`src/hw/rtl/brf_pkg.sv`:
```
// ----------------------------------------------------------------------------
// brf_pkg
// Shared types, codes and helpers for the byte ring FIFO with run counters.
// ----------------------------------------------------------------------------
package brf_pkg;

  localparam int unsigned DATA_W = 8;
  localparam int unsigned REQ_W  = 2;
  localparam int unsigned STAT_W = 2;
  localparam int unsigned FILL_W = 15;
  localparam int unsigned CNT_W  = 32;

  localparam int unsigned RESERVE       = 2048;
  localparam int unsigned MIN_SIZE      = 2 * RESERVE;
  localparam int unsigned DEF_MAX_DEPTH = 16384;
  localparam logic [FILL_W-1:0] SIZE_RESET = 15'd16384;

  // request codes
  localparam logic [REQ_W-1:0] REQ_WRITE = 2'd0;
  localparam logic [REQ_W-1:0] REQ_READ  = 2'd1;
  localparam logic [REQ_W-1:0] REQ_CLEAR = 2'd2;

  // status codes
  localparam logic [STAT_W-1:0] ST_DONE  = 2'd0;
  localparam logic [STAT_W-1:0] ST_FULL  = 2'd1;
  localparam logic [STAT_W-1:0] ST_EMPTY = 2'd2;

  typedef struct packed {
    logic [REQ_W-1:0]  req_type;
    logic [DATA_W-1:0] wr_data;
    logic              burst_last;
  } in_item_t;

  typedef struct packed {
    logic [DATA_W-1:0] rd_data;
    logic [STAT_W-1:0] status;
    logic [FILL_W-1:0] fill_level;
    logic [CNT_W-1:0]  overrun_count;
    logic [CNT_W-1:0]  underrun_count;
    logic              last;
  } out_item_t;

  // per-item result from the control logic; byte comes later from the store
  typedef struct packed {
    logic              rd_hit;
    logic [STAT_W-1:0] status;
    logic [FILL_W-1:0] fill;
    logic [CNT_W-1:0]  ovr;
    logic [CNT_W-1:0]  und;
    logic              last;
  } step_t;

  // slots in use: configured size limited to [MIN_SIZE, max_depth]
  function automatic logic [FILL_W-1:0] size_clamp(input logic [FILL_W-1:0] v,
                                                   input int unsigned max_depth);
    logic [FILL_W-1:0] r;
    if (32'(v) < MIN_SIZE) begin
      r = FILL_W'(MIN_SIZE);
    end else if (32'(v) > max_depth) begin
      r = FILL_W'(max_depth);
    end else begin
      r = v;
    end
    return r;
  endfunction

endpackage

```
`src/hw/rtl/brf_ctrl.sv`:
```
// ----------------------------------------------------------------------------
// brf_ctrl
// Ring pointers, fill level, overrun/underrun counters and size register.
// Issues the store access for each accepted request.
// ----------------------------------------------------------------------------
module brf_ctrl #(
  parameter int unsigned MAX_DEPTH = brf_pkg::DEF_MAX_DEPTH,
  parameter int unsigned PTR_W     = $clog2(MAX_DEPTH)
) (
  input  logic                       clk,
  input  logic                       rst_n,
  input  logic                       cfg_we,
  input  logic [brf_pkg::FILL_W-1:0] cfg_size,
  input  logic                       step,
  input  brf_pkg::in_item_t          item,
  output brf_pkg::step_t             res,
  output logic                       mem_we,
  output logic [PTR_W-1:0]           mem_waddr,
  output logic                       mem_re,
  output logic [PTR_W-1:0]           mem_raddr
);

  localparam int unsigned CMP_W =
    (PTR_W + 1 > brf_pkg::FILL_W) ? PTR_W + 1 : brf_pkg::FILL_W;

  logic [PTR_W-1:0]           rp_r, rp_nxt, wp_r, wp_nxt;
  logic [brf_pkg::FILL_W-1:0] fill_r, fill_nxt, size_r;
  logic [brf_pkg::CNT_W-1:0]  ovr_r, ovr_nxt, und_r, und_nxt;
  logic [CMP_W-1:0]           rp_inc, wp_inc;
  logic                       full, empty, wr_ok, rd_ok;
  logic [brf_pkg::STAT_W-1:0] status;

  assign full   = fill_r >= size_r;
  assign empty  = fill_r == '0;
  assign rp_inc = CMP_W'(rp_r) + CMP_W'(1);
  assign wp_inc = CMP_W'(wp_r) + CMP_W'(1);

  always_comb begin
    rp_nxt   = rp_r;
    wp_nxt   = wp_r;
    fill_nxt = fill_r;
    ovr_nxt  = ovr_r;
    und_nxt  = und_r;
    status   = brf_pkg::ST_DONE;
    wr_ok    = 1'b0;
    rd_ok    = 1'b0;
    case (item.req_type)
      brf_pkg::REQ_WRITE: begin
        if (full) begin
          ovr_nxt = ovr_r + brf_pkg::CNT_W'(1);
          status  = brf_pkg::ST_FULL;
        end else begin
          wr_ok    = 1'b1;
          wp_nxt   = (wp_inc >= CMP_W'(size_r)) ? '0 : wp_inc[PTR_W-1:0];
          fill_nxt = fill_r + brf_pkg::FILL_W'(1);
        end
      end
      brf_pkg::REQ_READ: begin
        if (empty) begin
          und_nxt = und_r + brf_pkg::CNT_W'(1);
          status  = brf_pkg::ST_EMPTY;
        end else begin
          rd_ok    = 1'b1;
          rp_nxt   = (rp_inc >= CMP_W'(size_r)) ? '0 : rp_inc[PTR_W-1:0];
          fill_nxt = fill_r - brf_pkg::FILL_W'(1);
        end
      end
      brf_pkg::REQ_CLEAR: begin
        rp_nxt   = '0;
        wp_nxt   = '0;
        fill_nxt = '0;
        ovr_nxt  = '0;
        und_nxt  = '0;
      end
      default: begin
      end
    endcase
  end

  always_ff @(posedge clk) begin
    if (!rst_n) begin
      size_r <= brf_pkg::size_clamp(brf_pkg::SIZE_RESET, MAX_DEPTH);
      rp_r   <= '0;
      wp_r   <= '0;
      fill_r <= '0;
      ovr_r  <= '0;
      und_r  <= '0;
    end else if (cfg_we) begin
      // size write also empties the ring
      size_r <= brf_pkg::size_clamp(cfg_size, MAX_DEPTH);
      rp_r   <= '0;
      wp_r   <= '0;
      fill_r <= '0;
      ovr_r  <= '0;
      und_r  <= '0;
    end else if (step) begin
      rp_r   <= rp_nxt;
      wp_r   <= wp_nxt;
      fill_r <= fill_nxt;
      ovr_r  <= ovr_nxt;
      und_r  <= und_nxt;
    end
  end

  assign mem_we    = step && wr_ok;
  assign mem_waddr = wp_r;
  assign mem_re    = step && rd_ok;
  assign mem_raddr = rp_r;

  assign res.rd_hit = rd_ok;
  assign res.status = status;
  assign res.fill   = fill_nxt;
  assign res.ovr    = ovr_nxt;
  assign res.und    = und_nxt;
  assign res.last   = item.burst_last;

endmodule

```
`config.mk`:
```
export PLATFORM = sky130hd
export DESIGN_NAME = brf_ctrl
export DESIGN_NICKNAME = d
export VERILOG_FILES = /design/src/hw/rtl/brf_pkg.sv /design/src/hw/rtl/brf_ctrl.sv
export SDC_FILE = /design/constraint.sdc
export NUM_CORES = 1
export LEC_CHECK = 0
export CELL_PAD_IN_SITES_DETAIL_PLACEMENT = 0
export CELL_PAD_IN_SITES_GLOBAL_PLACEMENT = 1
export CORE_UTILIZATION = 30
export CTS_BUF_LIST = sky130_fd_sc_hd__clkbuf_8
export CTS_CLUSTER_SIZE = 40
export DETAILED_ROUTE_END_ITERATION = 8
export DONT_BUFFER_PORTS = 1
export GPL_TIMING_DRIVEN = 0
export MAX_ROUTING_LAYER = met4
export PLACE_DENSITY_LB_ADDON = 0.05
export SKIP_LAST_GASP = 1
export SLEW_MARGIN = 20
export SYNTH_ARGS = -nofsm -noshare
export SYNTH_HDL_FRONTEND = slang
export SYNTH_SLANG_ARGS = --single-unit
```
`constraint.sdc`:
```
create_clock -name clk -period 8.35 [get_ports clk]
set_input_delay 1.67 -clock clk [delete_from_list [all_inputs] [get_ports clk]]
set_output_delay 1.67 -clock clk [all_outputs]
set_load 0.005 [all_outputs]
```
**Word level (Yosys, flattened, before mapping)**

Cells that the tools add are included.

- Add/subtract/negate cells: 6
- $lt $le $gt $ge: 5
- Equal/unequal tests: 4
- Mux-type cells: 22
- Bitwise gates (word level): 1
- Reduce and logical (&&, ||, !) cells: 9

Operators with widths:

| kind | count |
|---|---|
| 32-bit one-hot mux with 2 select lines | 2 |
| 32-bit by 1-bit adder with 32-bit output (second input constant) | 2 |
| 32-bit 2-to-1 mux | 2 |
| 15-bit 2-to-1 mux | 4 |
| 14-bit 2-to-1 mux | 4 |
| 14-bit one-hot mux with 2 select lines | 2 |
| 15-bit >= comparator | 3 |
| 15-bit one-hot mux with 3 select lines | 1 |
| 14-bit by 1-bit adder with 15-bit output (second input constant) | 2 |
| 15-bit by 1-bit adder with 15-bit output (second input constant) | 1 |
| 15-bit > comparator (second input constant) | 1 |
| 15-bit logical NOT | 1 |
| 15-bit by 13-bit less-than comparator with 1-bit output (second input constant) | 1 |
| 15-bit by 1-bit subtractor with 15-bit output (second input constant) | 1 |
| 3-bit AND reduction | 2 |
| 1-bit 2-to-1 mux | 5 |
| 2-bit != test (second input constant) | 2 |
| 2-bit one-hot mux with 2 select lines | 1 |
| 2-bit nonzero test | 2 |
| 2-bit by 1-bit == test with 1-bit output (second input constant) | 1 |
| 2-bit == test (second input constant) | 1 |
| 1-bit logical AND | 2 |
| 2-bit logical NOT | 1 |
| 2-bit 2-to-1 mux | 1 |
| 2 further kinds | 2 |

- Register bits: 122
- Logic and storage cells: 53

**Logic depth before layout (Yosys ltp)**

- Depth in word-level cells: 5
- Depth in mapped cells: 15
- Gate-level depth less buffers: 14

**Least setup slack after synthesis**

Ideal clock, no wire load.

- Path kind: in2out
- Start point: input port item[9] (netlist name)
- End point: output port res[54] (netlist name)
- Arrival: 3.398 ns
- Required time: 6.680 ns
- Slack: 3.282 ns
- Cell stages on the path: 9
- Path through: inv_1 -> ha_1 -> nand4_1 -> nor3_1 -> and2_1 -> nand3_1 -> or4_1 -> nand3_1 -> o31ai_1

RTL lines:

| element | line | RTL |
|---|---|---|
| start: declaration | brf_ctrl.sv:15 | `input brf_pkg::in_item_t item,` |
| end: declaration | brf_ctrl.sv:16 | `output brf_pkg::step_t res,` |

==> impl_metrics.yaml <==
yosys:
  netlist_area_sq_um: 9240
  yosys_warnings: 0
  synth.area.top_cells: "dfxtp_1, ha_1, nand2_1, nand3_1, o21ai_0"
  synth_top_area_cell: "dfxtp_1"
  syn_inst: 1236
  ys_seq_elements: 122
  synth_top_area_share: 0.264
  async_flop_share: 0
  synth_cell_types: 84
  ys.flop_type: "dfxtp_1"
  synth_enable_flop_cells: 0
  syn_nets: 1323
  postSynthAreaPerCell_sq_um: 7.48
  synth-seq-area-share: 0.264
clocking:
  ctsLongestPathBuffers: 2
  cts_setup_buffers: 0
  root_buffer: "clkbuf_8"
  ctsHtreeMaxLevel: 4
  clock-sinks: 122
  cts_buffers: 17
  hold_buffers: 0
  cts_resized: 0
  clkTransAtPathRegs_ns: 0.08
  clock_latency_ns: 0.48
  cts_tree: "built"
power_and_ir_drop:
  seqPwrFrac: 0.437
  ir_drop_mv: 0.0878
  switching_share: 0.319
  switching_power_mw: 0.431
  p_per_area_nw_per_um2: 134
  clockPowerShare: 0.412
  internal_power_mw: 0.921
  combPwrFrac: 0.152
  leakage_nw: 3.69
  p_total_mw: 1.35
timing:
  timing.hold.ws_ns: 0.503
  fin_skew_ns: 0.00904
  finalCriticalPeriod_ns: 6.34
  worstMarginPinSlew_ns: 1.01
  max_freq_ghz: 0.158
  rsz0062_at_grt: "no"
  hold_viol_final: 0
  fin_tns_setup_ns: 0
  slew_viol_final: 0
  slew_headroom: 0.330
  setup_viol: 0
  period_share: 0.759
placement:
  dp_hpwl_mm: 27.5
  io_buffers: 0
  place.gp.congestion: 0.873
  placed_cells: 1626
layout:
  area_delta_synth_final_pct: 9.42
  fillCellCount: 3285
  antennaDiodeCount: 0
  stdcell_count: 1658
  multi_input_area_sq_um: 6240
  fin_nets: 1342
  layout-drive-gt1-share: 0.0655
  layout.area.seq_sq_um: 2440
routing:
  drt_iter0_markers: 708
  num_vias: 9173
  drc: 0
  wl_per_cell_um: 22.2
  first_pass_iters: 7
  final_antenna_net_count: 0
  wl_mm: 36.9
  drt-vias-per-instance: 5.53
min_path:
  holdPathStages: 1
  worstHoldStart: "und_r[30]$_SDFFE_PP0P_"
  min_path_type: "reg2reg"
  min_to: "und_r[30]$_SDFFE_PP0P_"
floorplanning:
  die_area_sq_um: 31500
  start_util: 0.309
  die_x_um: 178
  ios: 143
  row_count: 63
  die_height_um: 178
  design.core.area_sq_um: 30000
critical_path:
  endpoint_kind: "primary output"
  r2r_start: "mem_waddr[2]$_SDFFE_PP0P_"
  path_max_fanout: 10
  path_class: "in2out"
  required_ns: 6.68
  critPathBufInv: 5
  cp.arrival_ns: 4.67
  path_delay_family: "buffers and inverters"
  cp_slowest_cell: "clkbuf_1"
  regToRegSetupSlack_ns: 4.40
  path_cells: "inv_1 > ha_1 > clkbuf_1 > inv_1 > nand2_1 > clkbuf_1 > buf_1 > nand3_1 > o21ai_0"
  start_kind: "input port"
  slowest_delay_ns: 0.57
  rr_worst_depth: 13
  regToRegEndpoint: "mem_waddr[5]$_SDFFE_PP0P_"
global_routing:
  grt.total_usage: 0.244
  grt_max_degree: 17
  grt_pass1_vias: 8671
  grt_pass1_wl_mm: 55.3
  grt_overflow_total: 0
  antenna_found_initial: 0
job:
  max_cap_violations: 0
status:
  outcome: "completed"
stage by stage:
stage | cell area [sq um] | util | setup slack, ns
2_1_floorplan | 9240 | - | 3.28
3_3_place_gp | 9730 | 0.325 | 1.96
3_5_place_dp | 9730 | 0.325 | 1.99
4_1_cts | 10100 | 0.338 | 1.98
5_1_grt | 10100 | 0.338 | 1.83
6_report | 10100 | 0.338 | 2.01
cells in the mapped netlist, drive strengths merged (5+ instances only):
library cell	instances
xnor2	29
nand3	87
a22o	11
o31ai	12
a311o	9
o311ai	7
nand2	144
o211ai	5
clkbuf	64
dfxtp	122
a32oi	6
a21oi	79
and2	13
or4	12
nor3	29
xor2	34
a31oi	19
nor2b	11
o21ai	87
and3	39
and4	10
o22ai	5
mux2i	12
nor2	108
nor4	20
nand4	25
or3	21
nand2b	6
inv	43
a21o	11
o21a	15
or2	6
buf	14
ha	57
cell families (layout without fill, tap and decap cells):
logic type | count (synthesis) | in the layout | share of synthesized area
flip-flops | 122 | 122 | 0.264
adder cells (fa/ha/maj) | 57 | 57 | 0.0772
AO/OA/AOI/OAI | 310 | 310 | 0.216
XOR/XNOR | 63 | 63 | 0.0597
buffers and inverters | 122 | 154 | 0.0605
multiplexers | 16 | 16 | 0.0179
AND/OR/NAND/NOR | 546 | 546 | 0.305
power groups by stage:
stage	sequential, mW	combinational (mW)	clock [mW]
2_1_floorplan	0.602	0.128	0
3_3_place_gp	0.604	0.207	0
3_5_place_dp	0.604	0.205	0
4_1_cts	0.590	0.206	0.580
5_1_grt	0.591	0.224	0.598
6_report	0.590	0.205	0.556
sequential cells by signal (all words and copies together) (netlist names):
name,count
fill_r,15
mem_raddr,14
mem_waddr,14
und_r,32
ovr_r,32
size_r,15
metal layers:
metal | global-route usage | wire [um]
met3 | 0.0587 | 2370
met5 | - | 0
met4 | 0.0598 | 611
met1 | 0.331 | 18000
met2 | 0.361 | 15900
cell usage in the layout, fill, tap and decap left out, types with 7 or more instances in the layout:
cell / Yosys / layout
nor2_1: 108 / 108
mux2i_1: 12 / 12
inv_1: 43 / 47
a31oi_1: 19 / 19
and4_1: 9 / 9
clkbuf_8: 5 / 25
nand3_1: 87 / 87
o31ai_1: 12 / 12
xnor2_1: 29 / 29
clkbuf_1: 56 / 56
nor2b_1: 11 / 11
ha_1: 57 / 57
a311o_1: 9 / 9
nand4_1: 23 / 23
o21ai_0: 87 / 87
and3_1: 36 / 36
nor4_1: 18 / 18
o21a_1: 15 / 15
or4_1: 9 / 9
or3_1: 18 / 18
a21oi_1: 79 / 79
o311ai_0: 7 / 7
nor3_1: 27 / 27
xor2_1: 34 / 34
a22o_1: 11 / 11
nand2_1: 142 / 142
a21o_1: 11 / 11
dfxtp_1: 122 / 122
and2_1: 11 / 11
how the worst max path moves through the flow:
stage | start | to | cells after the start
2_1_floorplan | item[9] | res[54] | 9
3_3_place_gp | item[9] | res[33] | 9
3_5_place_dp | item[9] | res[33] | 9
4_1_cts | item[9] | res[33] | 9
5_1_grt | item[9] | res[56] | 9
6_report | item[9] | res[56] | 9
area by class of cell:
| cell class | instances | area share |
|---|---|---|
| plain buffers | 79 | 0.0393 |
| inverters | 43 | 0.0160 |
| clock inverters | 12 | 0.0106 |
| well taps | 390 | 0.0482 |
| multi-input cells | 992 | 0.617 |
| clock buffers | 20 | 0.0272 |
| flip-flops and latches | 122 | 0.241 |
Power figures use the tool's default switching activity.
